[src/hw/rtl/gag_pkg.sv]
// shared types, constants and helper functions of the block gather address generator
// no dependencies; used by every module of the block
`default_nettype none

package gag_pkg;

   // widths of configuration, input and address
   localparam int SIZE_BITS    = 16;
   localparam int ADDRESS_BITS = 64;
   localparam int NDIM         = 4;
   localparam int DIM_W        = $clog2(NDIM);
   localparam int IN_W         = 32;

   // stream and register port widths
   localparam int REQ_DATA_W  = 2 * IN_W;
   localparam int RSP_DATA_W  = ((ADDRESS_BITS + 2 + 7) / 8) * 8;
   localparam int CSR_INDEX_W = 4;

   // serial divider used at setup time
   localparam int DIV_N  = IN_W + SIZE_BITS;
   localparam int DIV_CW = $clog2(DIV_N);
   localparam int NJOBS  = 3 * NDIM;
   localparam int JOB_W  = $clog2(NJOBS);

   // reciprocal, shift and count widths
   localparam int REC_W    = IN_W + 1;
   localparam int SH_W     = $clog2(SIZE_BITS);
   localparam int PROD_W   = IN_W + REC_W;
   localparam int CNT_W    = IN_W + 1;
   localparam int STRIDE_W = 64;
   localparam int HALF_W   = STRIDE_W / 2;

   // counts saturate here, above any 32-bit input
   localparam logic [CNT_W-1:0] COUNT_CAP = {1'b1, {IN_W{1'b0}}};

   typedef logic [SIZE_BITS-1:0] size_type;

   typedef enum logic [1:0] {
      STAT_OK     = 2'd0,
      STAT_SIZE   = 2'd1,
      STAT_BLOCK  = 2'd2,
      STAT_OFFSET = 2'd3
   } status_type;

   typedef enum logic [1:0] {
      SU_IDLE,
      SU_LOAD,
      SU_DIV,
      SU_MUL
   } setup_state_type;

   // derived configuration handed from setup to front and back
   typedef struct packed {
      logic                                 ready;
      logic                                 bad_size;
      logic [CNT_W-1:0]                     total_blocks;
      logic [CNT_W-1:0]                     tile_elems;
      size_type [NDIM-1:0]                  nblk;
      size_type [NDIM-1:0]                  tile;
      logic [NDIM-1:0][REC_W-1:0]           rec_nblk;
      logic [NDIM-1:0][REC_W-1:0]           rec_tile;
      logic [NDIM-1:0][SH_W-1:0]            sh_nblk;
      logic [NDIM-1:0][SH_W-1:0]            sh_tile;
      logic [NDIM-1:0][STRIDE_W-1:0]        stride;
   } cfg_type;

   // one classified item in the queue
   typedef struct packed {
      status_type       status;
      logic [IN_W-1:0]  blk;
      logic [IN_W-1:0]  off;
   } entry_type;

   // item as it moves down the divide levels
   typedef struct packed {
      status_type           status;
      logic [IN_W-1:0]      bx;
      logic [IN_W-1:0]      ex;
      size_type [NDIM-1:0]  bc;
      size_type [NDIM-1:0]  ec;
   } item_type;

   // position of the leading one
   function automatic logic [SH_W-1:0] msb_index(input size_type d);
      logic [SH_W-1:0] idx;
      idx = '0;
      for (int i = 0; i < SIZE_BITS; i++) begin
         if (d[i]) idx = i[SH_W-1:0];
      end
      return idx;
   endfunction

   // product clipped at the count cap
   function automatic logic [CNT_W-1:0] sat_mul(input logic [CNT_W-1:0] a, input size_type b);
      logic [CNT_W+SIZE_BITS-1:0] p;
      p = a * b;
      if (p > (CNT_W+SIZE_BITS)'(COUNT_CAP)) return COUNT_CAP;
      return p[CNT_W-1:0];
   endfunction

endpackage

`default_nettype wire

[src/hw/rtl/gag_front.sv]
// front end: accepts request beats and classifies them by status
// depends on gag_pkg
`default_nettype none

module gag_front (
   input  wire logic                           clock,
   input  wire logic                           reset,
   input  wire logic                           req_tvalid,
   output logic                                req_tready,
   input  wire logic [gag_pkg::REQ_DATA_W-1:0] req_tdata,
   input  wire gag_pkg::cfg_type               cfg,
   output logic                                fq_valid,
   output gag_pkg::entry_type                  fq_entry,
   input  wire logic                           fq_ready
);
   import gag_pkg::*;

   logic      fr_valid_ff;
   entry_type fr_entry_ff, fr_entry_in;
   logic      acc;

   assign req_tready = cfg.ready && (!fr_valid_ff || fq_ready);
   assign acc        = req_tvalid && req_tready;
   assign fq_valid   = fr_valid_ff;
   assign fq_entry   = fr_entry_ff;

   // status check in priority order
   always_comb begin
      fr_entry_in.blk = req_tdata[IN_W-1:0];
      fr_entry_in.off = req_tdata[2*IN_W-1:IN_W];
      if (cfg.bad_size) fr_entry_in.status = STAT_SIZE;
      else if (CNT_W'(fr_entry_in.blk) >= cfg.total_blocks) fr_entry_in.status = STAT_BLOCK;
      else if (CNT_W'(fr_entry_in.off) >= cfg.tile_elems) fr_entry_in.status = STAT_OFFSET;
      else fr_entry_in.status = STAT_OK;
   end

   always_ff @(posedge clock) begin
      if (reset) fr_valid_ff <= 1'b0;
      else if (acc) fr_valid_ff <= 1'b1;
      else if (fq_ready) fr_valid_ff <= 1'b0;
   end

   always_ff @(posedge clock) begin
      if (acc) fr_entry_ff <= fr_entry_in;
   end

endmodule

`default_nettype wire

[config.mk]
export PLATFORM = sky130hd
export DESIGN_NAME = gag_front
export DESIGN_NICKNAME = d
export VERILOG_FILES = /design/src/hw/rtl/gag_pkg.sv /design/src/hw/rtl/gag_front.sv
export SDC_FILE = /design/constraint.sdc
export NUM_CORES = 1
export LEC_CHECK = 0
export BUFFER_PORTS_ARGS = -buffer_cell sky130_fd_sc_hd__buf_2
export CAP_MARGIN = 20
export CELL_PAD_IN_SITES_DETAIL_PLACEMENT = 1
export CELL_PAD_IN_SITES_GLOBAL_PLACEMENT = 2
export CORE_AREA = 2 2 348 350
export DETAILED_ROUTE_END_ITERATION = 8
export DIE_AREA = 0 0 350 352
export PLACE_DENSITY_LB_ADDON = 0.1
export SETUP_SLACK_MARGIN = 0.2
export SKIP_CTS_REPAIR_TIMING = 1
export SLEW_MARGIN = 10
export SYNTH_ARGS = -nofsm -noshare
export SYNTH_HDL_FRONTEND = slang
export SYNTH_SLANG_ARGS = --single-unit
[constraint.sdc]
create_clock -name clock -period 3.11 [get_ports clock]
set_input_delay 0.622 -clock clock [delete_from_list [all_inputs] [get_ports clock]]
set_output_delay 0.622 -clock clock [all_outputs]
set_load 0.005 [all_outputs]
Word level (Yosys, flattened, before mapping):

Cells that the tools add are included.

* order comparisons: 2
* muxes and demuxes: 4
* reduce and logical (&&, ||, !) cells: 5

Operators with widths (number)
* greater-or-equal comparator 32 x 33 -> 1 bit: 2
* 2-to-1 mux 2 bit: 2
* logical AND 1 bit: 2
* 2-to-1 mux 1 bit: 2
* nonzero test 2 bit: 1
* zero test 1 bit: 1
* logical OR 1 bit: 1

* register bits: 67
* input port bits: 816
* output and inout bits: 68
* word-level logic and storage cells: 15

Logic depth before layout (Yosys ltp):

* word-level depth: 5
* gate-level depth with buffers: 8
* depth with buffers taken out: 8

Worst setup path after synthesis:

No wires, ideal clock.

* path kind: input port to flip-flop
* start point: in fq_ready
* end point: reg fr_entry_ff (netlist bit fq_entry[0]), enable pin
* setup time: 0.420 ns
* arrival time: 2.229 ns
* required time: 2.690 ns
* setup slack: 0.461 ns
* stages: 4
* path buffers: 0
* path through: nand2b_1 and2_1 nand2_1 inv_1

* word-level cells in the longest chain between the ends: 3

Ends and longest elaborated chain
* start: declaration: RTL line gag_front.sv:14 `input wire logic fq_ready`
* logical OR 1 bit: RTL line gag_front.sv:22 `assign req_tready = cfg.ready && (!fr_valid_ff || fq_ready);`
* logical AND 1 bit: RTL line gag_front.sv:22
* net req_tready: RTL line gag_front.sv:9 `output logic req_tready,`
* logical AND 1 bit: RTL line gag_front.sv:23 `assign acc = req_tvalid && req_tready;`
* net acc: RTL line gag_front.sv:20 `logic acc;`
* end signal: assignment: RTL line gag_front.sv:44 `if (acc) fr_entry_ff <= fr_entry_in;`
* end: declaration: RTL line gag_front.sv:19 `entry_type fr_entry_ff, fr_entry_in;`

The timed path passes the listed nets, and every way through them passes these cells.
A chain may end at the register's enable or synchronous reset.

Final worst setup path:

* start point: in req_tdata[24] in the netlist's numbering
* end point: reg fr_entry_ff (netlist bit fq_entry[64]) (data pin)

* word-level cells in the longest chain between the ends: 2

Ends and longest elaborated chain
* start: declaration: RTL line gag_front.sv:10 `input wire logic [gag_pkg::REQ_DATA_W-1:0] req_tdata,`
* greater-or-equal comparator 32 x 33 -> 1 bit: RTL line gag_front.sv:32 `else if (CNT_W'(fr_entry_in.blk) >= cfg.total_blocks) fr_entry_in.status = STAT_BLOCK;`
* 2-to-1 mux 2 bit: RTL line gag_front.sv:32

No other way between the ends.

==> results.ini <==
[hold_path]
min_from = reset
holdCritPathClass = input port to flip-flop
holdPathEnd = fq_valid
hold_depth = 2

[pwr]
p_seq_share_pct = 36.2
p_int_uw = 2120
p_comb_share_pct = 14.7
switching_power_uw = 781
power_uw = 2900
switching_share_pct = 27.0
pwr_density_cell_nw_per_um2 = 404
irDropWorstVdd_v = 0.000212
p_leak_uw = 0.00273
clockPowerShare_pct = 49.2

[timing]
worst_pin_slew_ns = 0.463
setup_slack_ns = 0.380
drv_slew = 0
max_freq_ghz = 0.366
final.setup.tns_ns = 0
rsz0062_at_grt = no
relSlewSlack_pct = 68.8
hold_viol_final = 0
whs_ns = 0.380
period_share_pct = 87.8
min_period_ns = 2.73
finClkSkew_ns = 0.00836
setup_violations = 0

[synthesis]
ys_seq_area_share_pct = 54.9
synth_top_area_cell = edfxtp_1
yosys_warnings = 0
synth_nets = 1175
syn_avg_cell_area_um2 = 12.4
synthTopCellsByArea = edfxtp_1 (54%), ha_1 (22%), inv_1 (6.9%)
synth_edf_count = 66
syn_area_um2 = 3650
ys_ff_latch = 67
async_flop_share_pct = 0
synthFlopType = edfxtp_1
synthCells = 295
yosysTopAreaCellShare_pct = 54.3
yosysUniqueCellTypes = 34

[die]
initial_utilization_pct = 3.06
die_y_um = 352
core_um2 = 119000
ios = 884
die_area_um2 = 123000
fp.dieW_um = 350
rows = 127

[setup_path]
crit_path_cell_trace = buf_2 > ha_1 > nand4_1 > buf_12 > or4_1 > o22ai_1 > a2111oi_4 > buf_4 > a21o_1
startpoint_type = input port
cp_slowest_cell = or4_1
crit_required_ns = 3.25
arrival_ns = 2.87
reg2reg_slack_ns = 1.41
r2r_start = fq_valid
cpPeakStageDelay_ns = 0.56
crit_path_end_kind = flip-flop
cp_max_fo = 2
crit_family = simple AND/OR/NAND/NOR gates
critPathBufInv = 3
reg2reg_depth = 5
critPathKind = input port to flip-flop
worstSetupStartpoint = req_tdata[24]
r2r_end = fq_entry[10]

[cells_and_area]
area_growth_pct = 96.5
drive_gt1_share_pct = 44.1
layout.nets = 1399
fin_util_pct = 6.01

[clock_tree]
cts_buffers = 9
cts_root_buf = clkbuf_16
cts_tree = built
cts.sinks = 67
cts_max_level = 3
cts_max_path_buffers = 2
insertion_delay_ns = 0.39
path_clk_slew_ns = 0.07

[place]
pre_cts_slack_ns = -0.0916
hpwlAfterDp_um = 20200
routabilityCongestion = 0.653
port-buffer-count = 203

[run]
maxCapViolations = 0

[route]
route.detailed.drc = 0
wl_per_cell_um = 10.7
drt_iter0_markers = 66
routed_wl_um = 23000
viasPerCell = 1.52
final_antenna_net_count = 0
first_pass_iters = 4
dr_total_vias = 3248

[global_route]
grt_max_degree = 42
globalRouteOverflowTotal = 0
grt_use_total_pct = 3.84
grt_pass1_wl_um = 31200
antenna_found_initial = 30
grt_pass1_vias = 3661

[status]
status = completed

[final cells by class]
| class | count | area (µm²) |
|---|---|---|
| antenna | 4 | 10.0 |
| clock buffer | 10 | 239 |
| clock inverter | 6 | 136 |
| fill | 14200 | 112000 |
| inverter | 67 | 253 |
| multi-input combinational | 161 | 1390 |
| sequential | 67 | 2000 |
| tap | 1612 | 2020 |
| timing repair buffer | 213 | 1120 |
[per-stage QoR]
stage / instance area [µm²] / std cells
2_1_floorplan: 3650 / 295
3_3_place_gp: 6780 / 2120
3_5_place_dp: 6780 / 2120
4_1_cts: 7160 / 2136
5_1_grt: 7160 / 2137
6_report: 7170 / 2140
[power groups by stage]
stage	sequential, µW	combinational, µW	clock, µW
floorplan	1080	159	0
global placement	1070	462	0
detailed placement	1070	455	0
CTS	1050	458	1530
global route	1050	497	1540
finish	1050	425	1420
[per-layer routing]
| metal | routed length, µm | GRT usage, % | up-vias |
|---|---|---|---|
| li1 | - | - | 1527 |
| met1 | 8890 | 4.01 | 1491 |
| met2 | 10600 | 6.05 | 138 |
| met3 | 2840 | 2.70 | 60 |
| met4 | 440 | 1.29 | 32 |
| met5 | 187 | 0 | - |
[cell families after synthesis]
family          count (synthesis)  share of synthesized area [%]
buf+inv                        67                           6.90
flops                          67                           54.9
fa+ha+maj                      64                           22.0
simple gates                   42                           6.04
compound gates                 55                           10.2
[cell usage after synthesis (2+ instances only)]
master	n
inv_1	67
edfxtp_1	66
ha_1	64
a21oi_1	25
nand2_1	10
nand4_1	10
a21o_1	9
nor2_1	7
nand3_1	6
o21ai_0	3
a211oi_1	2
a31oi_1	2
nand4b_1	2
o22ai_1	2
[flip-flops by register name, summed over array words and instances (netlist names)]
name,flops
fq_entry,66
fq_valid,1
[layout by cell type, fill, tap and decap left out, types with 2 or more instances in the layout]
master,count
nand3_1,6
nand2_1,10
buf_2,203
a21oi_1,25
diode_2,4
nand4b_1,2
inv_1,66
buf_12,2
buf_4,8
a211oi_1,2
o21ai_0,3
o22ai_1,2
a31oi_1,2
nand4_1,10
a21o_1,9
clkbuf_16,9
ha_1,64
nor2_1,7
edfxtp_1,66
bufinv_16,4
[worst register-to-register path: cells and delay by family (launching register included)]
family	cells	cell delay, ns
DFF	1	0.33
and+or+nand+nor	3	0.34
buffers and inverters	2	0.67
[worst max path at each step]
stage / to / depth (start not counted)
final: fq_entry[64] / 9
after detailed placement: fq_entry[64] / 9
after global routing: fq_entry[64] / 9
after global placement: fq_entry[64] / 9
after CTS: fq_entry[64] / 9
after floorplan: fq_entry[0] / 4
(Power assumes the default switching activity.)
