## src/hw/rtl/gag_pkg.sv

```systemverilog
// shared types, constants and helper functions of the block gather address generator
// no dependencies; used by every module of the block
`default_nettype none

package gag_pkg;

   // widths of configuration, input and address
   localparam int SIZE_BITS    = 16;
   localparam int ADDRESS_BITS = 64;
   localparam int NDIM         = 4;
   localparam int DIM_W        = $clog2(NDIM);
   localparam int IN_W         = 32;

   // stream and register port widths
   localparam int REQ_DATA_W  = 2 * IN_W;
   localparam int RSP_DATA_W  = ((ADDRESS_BITS + 2 + 7) / 8) * 8;
   localparam int CSR_INDEX_W = 4;

   // serial divider used at setup time
   localparam int DIV_N  = IN_W + SIZE_BITS;
   localparam int DIV_CW = $clog2(DIV_N);
   localparam int NJOBS  = 3 * NDIM;
   localparam int JOB_W  = $clog2(NJOBS);

   // reciprocal, shift and count widths
   localparam int REC_W    = IN_W + 1;
   localparam int SH_W     = $clog2(SIZE_BITS);
   localparam int PROD_W   = IN_W + REC_W;
   localparam int CNT_W    = IN_W + 1;
   localparam int STRIDE_W = 64;
   localparam int HALF_W   = STRIDE_W / 2;

   // counts saturate here, above any 32-bit input
   localparam logic [CNT_W-1:0] COUNT_CAP = {1'b1, {IN_W{1'b0}}};

   typedef logic [SIZE_BITS-1:0] size_type;

   typedef enum logic [1:0] {
      STAT_OK     = 2'd0,
      STAT_SIZE   = 2'd1,
      STAT_BLOCK  = 2'd2,
      STAT_OFFSET = 2'd3
   } status_type;

   typedef enum logic [1:0] {
      SU_IDLE,
      SU_LOAD,
      SU_DIV,
      SU_MUL
   } setup_state_type;

   // derived configuration handed from setup to front and back
   typedef struct packed {
      logic                                 ready;
      logic                                 bad_size;
      logic [CNT_W-1:0]                     total_blocks;
      logic [CNT_W-1:0]                     tile_elems;
      size_type [NDIM-1:0]                  nblk;
      size_type [NDIM-1:0]                  tile;
      logic [NDIM-1:0][REC_W-1:0]           rec_nblk;
      logic [NDIM-1:0][REC_W-1:0]           rec_tile;
      logic [NDIM-1:0][SH_W-1:0]            sh_nblk;
      logic [NDIM-1:0][SH_W-1:0]            sh_tile;
      logic [NDIM-1:0][STRIDE_W-1:0]        stride;
   } cfg_type;

   // one classified item in the queue
   typedef struct packed {
      status_type       status;
      logic [IN_W-1:0]  blk;
      logic [IN_W-1:0]  off;
   } entry_type;

   // item as it moves down the divide levels
   typedef struct packed {
      status_type           status;
      logic [IN_W-1:0]      bx;
      logic [IN_W-1:0]      ex;
      size_type [NDIM-1:0]  bc;
      size_type [NDIM-1:0]  ec;
   } item_type;

   // position of the leading one
   function automatic logic [SH_W-1:0] msb_index(input size_type d);
      logic [SH_W-1:0] idx;
      idx = '0;
      for (int i = 0; i < SIZE_BITS; i++) begin
         if (d[i]) idx = i[SH_W-1:0];
      end
      return idx;
   endfunction

   // product clipped at the count cap
   function automatic logic [CNT_W-1:0] sat_mul(input logic [CNT_W-1:0] a, input size_type b);
      logic [CNT_W+SIZE_BITS-1:0] p;
      p = a * b;
      if (p > (CNT_W+SIZE_BITS)'(COUNT_CAP)) return COUNT_CAP;
      return p[CNT_W-1:0];
   endfunction

endpackage

`default_nettype wire

```

## src/hw/rtl/gag_queue.sv

```systemverilog
// short queue between front and back end
// depends on gag_pkg
`default_nettype none

module gag_queue (
   input  wire logic               clock,
   input  wire logic               reset,
   input  wire logic               push_valid,
   output logic                    push_ready,
   input  wire gag_pkg::entry_type push_entry,
   output logic                    pop_valid,
   input  wire logic               pop_ready,
   output gag_pkg::entry_type      pop_entry
);
   import gag_pkg::*;

   localparam int QDEPTH = 4;
   localparam int QPTR_W = $clog2(QDEPTH);

   entry_type         mem_ff [QDEPTH];
   logic [QPTR_W-1:0] head_ff, tail_ff;
   logic [QPTR_W:0]   count_ff;
   logic              push, pop;

   assign push_ready = (count_ff != (QPTR_W+1)'(QDEPTH));
   assign pop_valid  = (count_ff != '0);
   assign push       = push_valid && push_ready;
   assign pop        = pop_valid && pop_ready;
   assign pop_entry  = mem_ff[head_ff];

   always_ff @(posedge clock) begin
      if (push) mem_ff[tail_ff] <= push_entry;
   end

   // pointers and fill count
   always_ff @(posedge clock) begin
      if (reset) begin
         head_ff  <= '0;
         tail_ff  <= '0;
         count_ff <= '0;
      end else begin
         if (push) tail_ff <= tail_ff + QPTR_W'(1);
         if (pop)  head_ff <= head_ff + QPTR_W'(1);
         if (push && !pop) count_ff <= count_ff + (QPTR_W+1)'(1);
         else if (pop && !push) count_ff <= count_ff - (QPTR_W+1)'(1);
      end
   end

endmodule

`default_nettype wire

```

## config.mk

```make
export PLATFORM = sky130hd
export DESIGN_NAME = gag_queue
export DESIGN_NICKNAME = d
export VERILOG_FILES = /design/src/hw/rtl/gag_pkg.sv /design/src/hw/rtl/gag_queue.sv
export SDC_FILE = /design/constraint.sdc
export NUM_CORES = 1
export LEC_CHECK = 0
export ABC_AREA = 0
export BUFFER_PORTS_ARGS = -buffer_cell sky130_fd_sc_hd__buf_2
export CAP_MARGIN = 20
export CORE_ASPECT_RATIO = 2
export CORE_MARGIN = 5
export CORE_UTILIZATION = 23
export CTS_BUF_LIST = sky130_fd_sc_hd__clkbuf_2 sky130_fd_sc_hd__clkbuf_4 sky130_fd_sc_hd__clkbuf_8
export DETAILED_ROUTE_END_ITERATION = 8
export PLACE_DENSITY = 0.43
export SLEW_MARGIN = 20
export SYNTH_ARGS = -nofsm -noshare
export SYNTH_HDL_FRONTEND = slang
export SYNTH_SLANG_ARGS = --single-unit
```

## constraint.sdc

```tcl
create_clock -name clock -period 3.4 [get_ports clock]
set_input_delay 0.34 -clock clock [delete_from_list [all_inputs] [get_ports clock]]
set_output_delay 0.34 -clock clock [all_outputs]
set_load 0.05 [all_outputs]
```

### Word-level counts from Yosys, hierarchy flattened

Memories as Yosys holds them, arrays and structs flattened. A register that Yosys moved wholly into a read port is not among the register bits.
Cells that the tools add are included.

* register bits: 7
* RAM bits: 264
* output and inout port bits: 68
* logic and storage cells: 23
* memory bits (read-only): 0
* memories: 1
* input bits: 70
* latch bits: 0

* multipliers: 0
* equality and inequality tests: 1
* magnitude comparators: 0
* reduce and logical (&&, ||, !) cells: 8
* add/subtract/negate cells: 4
* shifts and indexed selects: 0
* bitwise logic cells: 0
* mux-type cells: 6
* div/mod/pow operators: 0

Memories
* mem_ff: depth 4, bits a word 66, read ports 1, clocked after memory_dff 1, write ports 1, RTL line gag_queue.sv:20 `entry_type mem_ff [QDEPTH];`

Operators by type and width (number)
* $mux 3: 2
* $add 2x1->2 const B: 2
* $logic_and 1x1->1: 4
* $mux 2: 2
* $add 3x1->3 const B: 1
* $ne 3x3->1 const B: 1
* $reduce_bool 3->1: 1
* $sub 3x1->3 const B: 1
* $logic_not 1->1: 2
* $mux 1: 2
* $reduce_bool 2->1: 1

### Longest topological paths before layout

Gate-level depths: netlist of the first run.

* depth in word-level cells: 6
* depth in mapped cells: 8
* gate-level depth less buffers: 8

### Least setup slack after synthesis of the first run

OpenSTA, ideal clock, no wires.

* kind: register to register
* from: register count_ff[0]
* to: memory mem_ff[0][0] in the netlist's numbering, enable pin
* data arrival time: 2.355 ns
* clock period less this slack: 2.786 ns
* library setup time: 0.431 ns
* path buffers: 0
* cell stages (with the launch flop): 4
* data required time: 2.969 ns
* setup slack: 0.614 ns
* path through: dfxtp_1 -> nor2_1 -> a21boi_2 -> and2_1

* longest elaborated chain between the ends: 4

Ends and longest elaborated chain
* from (decl): RTL line gag_queue.sv:22 `logic [QPTR_W:0] count_ff;`
* from (signal assigned): RTL line gag_queue.sv:44 `if (push && !pop) count_ff <= count_ff + (QPTR_W+1)'(1);`
* from (signal assigned): RTL line gag_queue.sv:45 `else if (pop && !push) count_ff <= count_ff - (QPTR_W+1)'(1);`
* $ne 3x3->1: RTL line gag_queue.sv:25 `assign push_ready = (count_ff != (QPTR_W+1)'(QDEPTH));`
* $logic_and 1x1->1: RTL line gag_queue.sv:27 `assign push = push_valid && push_ready;`
* net push: RTL line gag_queue.sv:23 `logic push, pop;`
* $mux 1: RTL line gag_queue.sv:32 `if (push) mem_ff[tail_ff] <= push_entry;`
* $mux 1 (not written as such): RTL line gag_queue.sv:32
* to (decl): RTL line gag_queue.sv:20

The timed path passes the listed nets, and every way through them passes these cells.

==> out/summary.txt, run 1 <==
H-tree lvl count -> 2
Residual DRC count -> 0
Drt total wl -> 22260 µm
CTS Buf Count -> 41
Overflow after GRT -> 0
Seq cells post-synth -> 273
Fin crit share -> 81.96%
P per Cell Area -> 796.2 nW/µm²
Ys async rst share -> 0%
Flop pwr share -> 42.0%
Crit-path cells -> buf_12 > mux4_2 > buf_2
Power Total -> 10.23 mW
YS warnings -> 0
Buffers and inverters on the worst path -> 2
Die Span Y -> 304.6 µm
Hold WC Path Type -> in2reg
Most common cell in the synthesized netlist -> edfxtp_1
Reg-to-Reg Start -> count_ff[0]
Min Tclk post-route -> 2.787 ns
Clock buffer depth -> 3
Hold Path End -> mem_ff[0][54]
Die Area -> 47930 µm²
Synthesis-to-layout area growth -> 28.71%
Cell area after synthesis -> 9983 µm²
Max-slew violations -> 0
Post-route setup TNS -> 0 ns
Sink Count -> 273
Largest net degree at the start of global routing -> 41
CP Capture Type -> output port
Distinct cells, synth -> 23
Ys flop type -> edfxtp_1
# IOs -> 138
CTS tree -> built
Required @ worst endpoint -> 3.06 ns
Register area share after synthesis -> 81.21%
Slowest cell on crit path -> dfxtp_4
Post-Synth Adder-Cell Area -> 0.8272%
Synth area leaders -> edfxtp_1 79%, mux4_2 15%, dfxtp_1 1.8%
Drt initial violations -> 126
Number of fill cells in the layout -> 4303
Maximum vdd drop -> 0.3154 mV
Simple-gate share of the synthesized area -> 0.8397%
Post-synth EDFFs -> 264
Cells after synthesis -> 392
Routed Antenna Nets -> 0
Final setup fails -> 0
Worst Max-Slew Pin Slew -> 0.5887 ns
WHS Path Cells -> 1
Hold path start -> push_entry[54]
Reg-to-Reg End -> count_ff[2]
Clk_skew -> 0.02376 ns
Switch share -> 36.29%
Detailed-placement wirelength estimate -> 14040 µm
Starting Density -> 23.09%
First-pass DRT Iterations -> 6
Clock share of power -> 26.3%
Max incr delay on CP -> 0.71 ns
Vias in the first global route -> 5670
R2r setup slk -> 1.04 ns
Post-layout net count -> 710
Synth Area in XOR/XNOR -> 0.3509%
CORE AREA -> 43240 µm²
Max_cap viols -> 0
Worst-path clk slew -> 0.06 ns
Worst slew margin -> 60.76%
Kind of critical path -> reg2out
Final hold vios -> 0
DR WL/cell -> 18.26 µm
Leak pwr -> 4.275 nW
P_sw -> 3.713 mW
Crit path DAT -> 2.45 ns
Comb pwr share -> 31.7%
Syn Nets -> 468
Clock Latency Late Sink -> 0.55 ns
Share of layout cells above drive strength 1 -> 42.86%
Crit Path Max Fanout -> 26
Maximum clock frequency -> 358.8 MHz
Mux share of post-synthesis cell area -> 15.20%
Largest family of logic cells by synthesized area -> multiplexers
# port buffers -> 137
Synth area leader -> edfxtp_1
Clk root buf -> clkbuf_8
Worst path top cell family by delay -> flip-flops
Startpoint Class -> register
Top cell type's share of synthesized area -> 79.41%
Routability cong. -> 0.6862
P_int -> 6.518 mW
Vias -> 4818
Initial antenna violation count -> 5
Row cnt -> 108
Mean Syn Cell Area -> 25.47 µm²
Vias/cell -> 3.952
Top cells by instance count after synthesis -> 264 x edfxtp_1, 66 x mux4_2, 9 x dfxtp_1, 8 x nor2_1
Status -> finished clean
Post-CTS Setup Inserts -> 0
RSZ-0062 raised after global routing -> no
R2r worst-path depth -> 8
Post-synthesis compound-gate area fraction -> 0.3760%
Width of the die -> 157.3 µm
Global-route wire length before repair -> 34010 µm
Total GRT Usage -> 9.439%
Final Util -> 29.72%
Resized cells post-CTS -> 0
power by group through the flow:
stage	Combinational, mW	Sequential (mW)	Clock [mW]
global placement	3.25	4.36	0
detailed placement	3.27	4.39	0
floorplan	2.59	4.24	0
global route	3.43	4.35	2.97
CTS	3.34	4.32	2.83
finish	3.24	4.30	2.69
per-stage QoR:
stage                     area [µm²]  hold WS [ns]  setup WS [ns]  cells
after floorplan                 9983        0.4389         0.6137    392
after global placement         11380        0.4908          1.108   1076
after detailed placement       11380        0.5206          1.040   1076
after CTS                      12840      0.005803         0.4762   1215
after global routing           12840      0.003250         0.3989   1216
final                          12850       0.06390         0.6132   1219
layout make-up:
class | count | area (µm²) | share of cell area (%)
multi-input combinational | 101 | 1767 | 13.75
sequential | 273 | 8115 | 63.15
clock buffer | 49 | 624.3 | 4.859
timing repair buffer | 214 | 1451 | 11.30
antenna | 4 | 10.01 | 0.07790
tap | 550 | 688.2 | 5.355
inverter | 3 | 11.26 | 0.08763
clock inverter | 25 | 182.7 | 1.422
sequential cells by signal, summed over array words and instances (netlist names), named ones only:
signal / flops
mem_ff: 264
tail_ff: 2
count_ff: 3
head_ff: 2
routing by layer:
metal  vias up  GRT usage, %  share of wire (%)
met5         -             0              0.058
met4         2         4.246                3.5
met3        52         2.002                4.9
met2       118         17.82                 56
met1      2483         9.726                 35
li1       2163             -                  -
layout by cell type, fill, tap and decap left out, drive strengths merged:
| master | synthesis | layout |
|---|---|---|
| a21boi | 1 | 1 |
| a21oi | 1 | 1 |
| and2 | 4 | 4 |
| buf | 12 | 149 |
| bufinv | 0 | 2 |
| clkbuf | 3 | 49 |
| clkinv | 0 | 16 |
| clkinvlp | 0 | 3 |
| dfxtp | 9 | 9 |
| diode | 0 | 4 |
| dlygate4sd3 | 0 | 65 |
| edfxtp | 264 | 264 |
| fa | 1 | 1 |
| ha | 5 | 5 |
| inv | 3 | 7 |
| mux2 | 1 | 1 |
| mux2i | 2 | 2 |
| mux4 | 66 | 66 |
| nand2 | 1 | 1 |
| nand2b | 2 | 2 |
| nor2 | 8 | 8 |
| o21ai | 1 | 1 |
| o311ai | 1 | 1 |
| o31ai | 1 | 1 |
| or3 | 2 | 2 |
| xor2 | 4 | 4 |
worst max path at each step:
stage / depth (start not counted) / endpoint / from / slack [ns]
floorplan: 3 / mem_ff[0][0] / count_ff[0] / 0.61
global placement: 4 / mem_ff[3][57] / count_ff[0] / 1.11
detailed placement: 4 / mem_ff[3][55] / count_ff[0] / 1.04
CTS: 3 / pop_entry[44] / register / 0.48
global route: 3 / pop_entry[44] / register / 0.40
finish: 3 / pop_entry[6] / register / 0.61
timing repair:
item,in CTS,in global routing
endpoints found under the setup margin,0,0
endpoints found under the hold margin,260,0
hold buffers,65,0
cell families after synthesis:
logic type	count (synthesis)
multiplexers	69
AO/OA/AOI/OAI	5
AND/OR/NAND/NOR	17
flip-flops	273
adder cells (fa/ha/maj)	6
buffers and inverters	18
XOR/XNOR	4
No activity file was read; power rests on OpenSTA's default activity.
==> run 2: changes to the inputs <==
Clock period 3.4 ns to 2.8 ns, I/O delays scaled along.
==> out/summary.txt, run 2 (synthesis results as in run 1) <==
Status -> finished clean
Leak pwr -> 4.339 nW
Placed instance area -> 11480 µm²
Width of the die -> 157.3 µm
Starting Density -> 23.09%
Slowest cell on crit path -> dfxtp_4
Vias in the first global route -> 5716
Reg-to-Reg Start -> count_ff[0]
Kind of critical path -> reg2out
Die Area -> 47930 µm²
Largest net degree at the start of global routing -> 45
Drt initial violations -> 122
Hold Path End -> head_ff[0]
WHS Path Cells -> 4
Crit Path Max Fanout -> 28
CP Capture Type -> output port
Reg-to-Reg End -> count_ff[2]
Clk_skew -> 0.02682 ns
Max-slew violations -> 0
Top Registers -> mem_ff: 264 flops, count_ff: 3 flops
Clock buffer depth -> 3
Die Span Y -> 304.6 µm
Post-CTS Setup Inserts -> 0
P per Cell Area -> 968.9 nW/µm²
RSZ-0062 raised after global routing -> no
Most frequent cells in the layout -> 264 x edfxtp_1, 137 x buf_2, 67 x dlygate4sd3_1
CP Depth -> 3
H-tree lvl count -> 2
Synthesis-to-layout area growth -> 30.42%
# IOs -> 138
Routed Antenna Nets -> 0
Worst-path clk slew -> 0.06 ns
Fin crit share -> 88.97%
Final setup fails -> 0
CTS tree -> built
Worst path top cell family by delay -> flip-flops
Share of layout cells above drive strength 1 -> 43.99%
Hold path start -> pop_ready
Startpoint Class -> register
CORE AREA -> 43240 µm²
Worst slew margin -> 65.40%
DR WL/cell -> 18.44 µm
Resized cells post-CTS -> 0
Initial antenna violation count -> 3
Post-route setup TNS -> 0 ns
Routability cong. -> 0.6777
Clk root buf -> clkbuf_8
CTS Buf Count -> 42
Number of flip-flops in the largest register -> 264
Maximum clock frequency -> 401.4 MHz
Crit path DAT -> 2.21 ns
Sink Count -> 273
Worst Max-Slew Pin Slew -> 0.5190 ns
Max_cap viols -> 0
Overflow after GRT -> 0
Crit-path cells -> buf_4 > mux4_2 > buf_2
Buffers and inverters on the worst path -> 2
Number of fill cells in the layout -> 4281
# port buffers -> 137
Required @ worst endpoint -> 2.52 ns
Global-route wire length before repair -> 34290 µm
Vias/cell -> 4.023
Residual DRC count -> 0
Design Area, Final -> 13020 µm²
Leading cell type in the layout, fill and taps excluded -> edfxtp_1
Final hold vios -> 0
Detailed-placement wirelength estimate -> 14050 µm
Drt total wl -> 22480 µm
Hold WC Path Type -> in2reg
Maximum vdd drop -> 0.5863 mV
R2r worst-path depth -> 8
Row cnt -> 108
Most flops, register -> mem_ff
Power Total -> 12.61 mW
Final Util -> 30.11%
Vias -> 4904
Min Tclk post-route -> 2.491 ns
Max incr delay on CP -> 0.66 ns
First-pass DRT Iterations -> 4
R2r setup slk -> 0.48 ns
Post-layout net count -> 713
Total GRT Usage -> 9.523%
Clock Latency Late Sink -> 0.55 ns
run 2: cell types whose count changed in the layout (fill, tap and decap cells not counted), moves of 2 or more:
cell / change
clkinv_1: -9
buf_12: +8
buf_4: -8
clkbuf_4: +5
inv_6: -4
clkbuf_8: +2
clkinv_2: +2
dlygate4sd3_1: +2
run 2: area by class of cell:
class                      instances  area (µm²)  area share (%)
tap                              550       688.2           5.285
multi-input combinational        101        1767           13.57
timing repair buffer             216        1572           12.07
clock buffer                      56       689.4           5.295
sequential                       273        8115           62.33
antenna                            3       7.507         0.05766
clock inverter                    17       170.2           1.307
inverter                           3       11.26         0.08649
run 2: worst max-delay path by stage:
stage | start | end | slack (ns)
after global placement | count_ff[0] | count_ff[2] | 0.57
after floorplan | count_ff[0] | mem_ff[2][0] | 0.01
after CTS | register | pop_entry[38] | 0.19
after detailed placement | count_ff[0] | count_ff[2] | 0.50
after global routing | register | pop_entry[3] | 0.16
final | register | pop_entry[38] | 0.31
run 2: metal layers:
metal | global-route usage (%) | share of wire, % | vias to the layer above
met5 | 0 | 0 | -
met4 | 4.606 | 3.8 | 0
met3 | 1.917 | 4.8 | 42
met2 | 17.13 | 55 | 127
met1 | 10.51 | 37 | 2562
li1 | - | - | 2173
run 2: tightest hold or removal path, delay by kind of cell:
family | cells | cell delay (ns)
simple gates | 1 | 0.07
xor+xnor | 1 | 0.10
buf+inv | 1 | 0.11
compound gates | 1 | 0.09
run 2: metrics by stage:
stage,setup WS (ns),hold WS [ns],instances
2_1_floorplan,0.01372,0.3789,392
3_3_place_gp,0.5724,0.4901,1076
3_5_place_dp,0.4969,0.4987,1076
4_1_cts,0.1930,0.08624,1216
5_1_grt,0.1615,0.1229,1218
6_report,0.3088,0.1393,1219
run 2: report_power, final:
part	leakage [nW]	internal, mW	switching [mW]	total (mW)
registers	2.49	4.96	0.152	5.11
clock network	0.444	1.89	1.50	3.39
logic	1.40	1.30	2.81	4.11
run 2: timing repair:
action / CTS / global route
setup endpoints to repair: 0 / 0
endpoints found under the hold margin: 268 / 0
hold buffers: 67 / 0
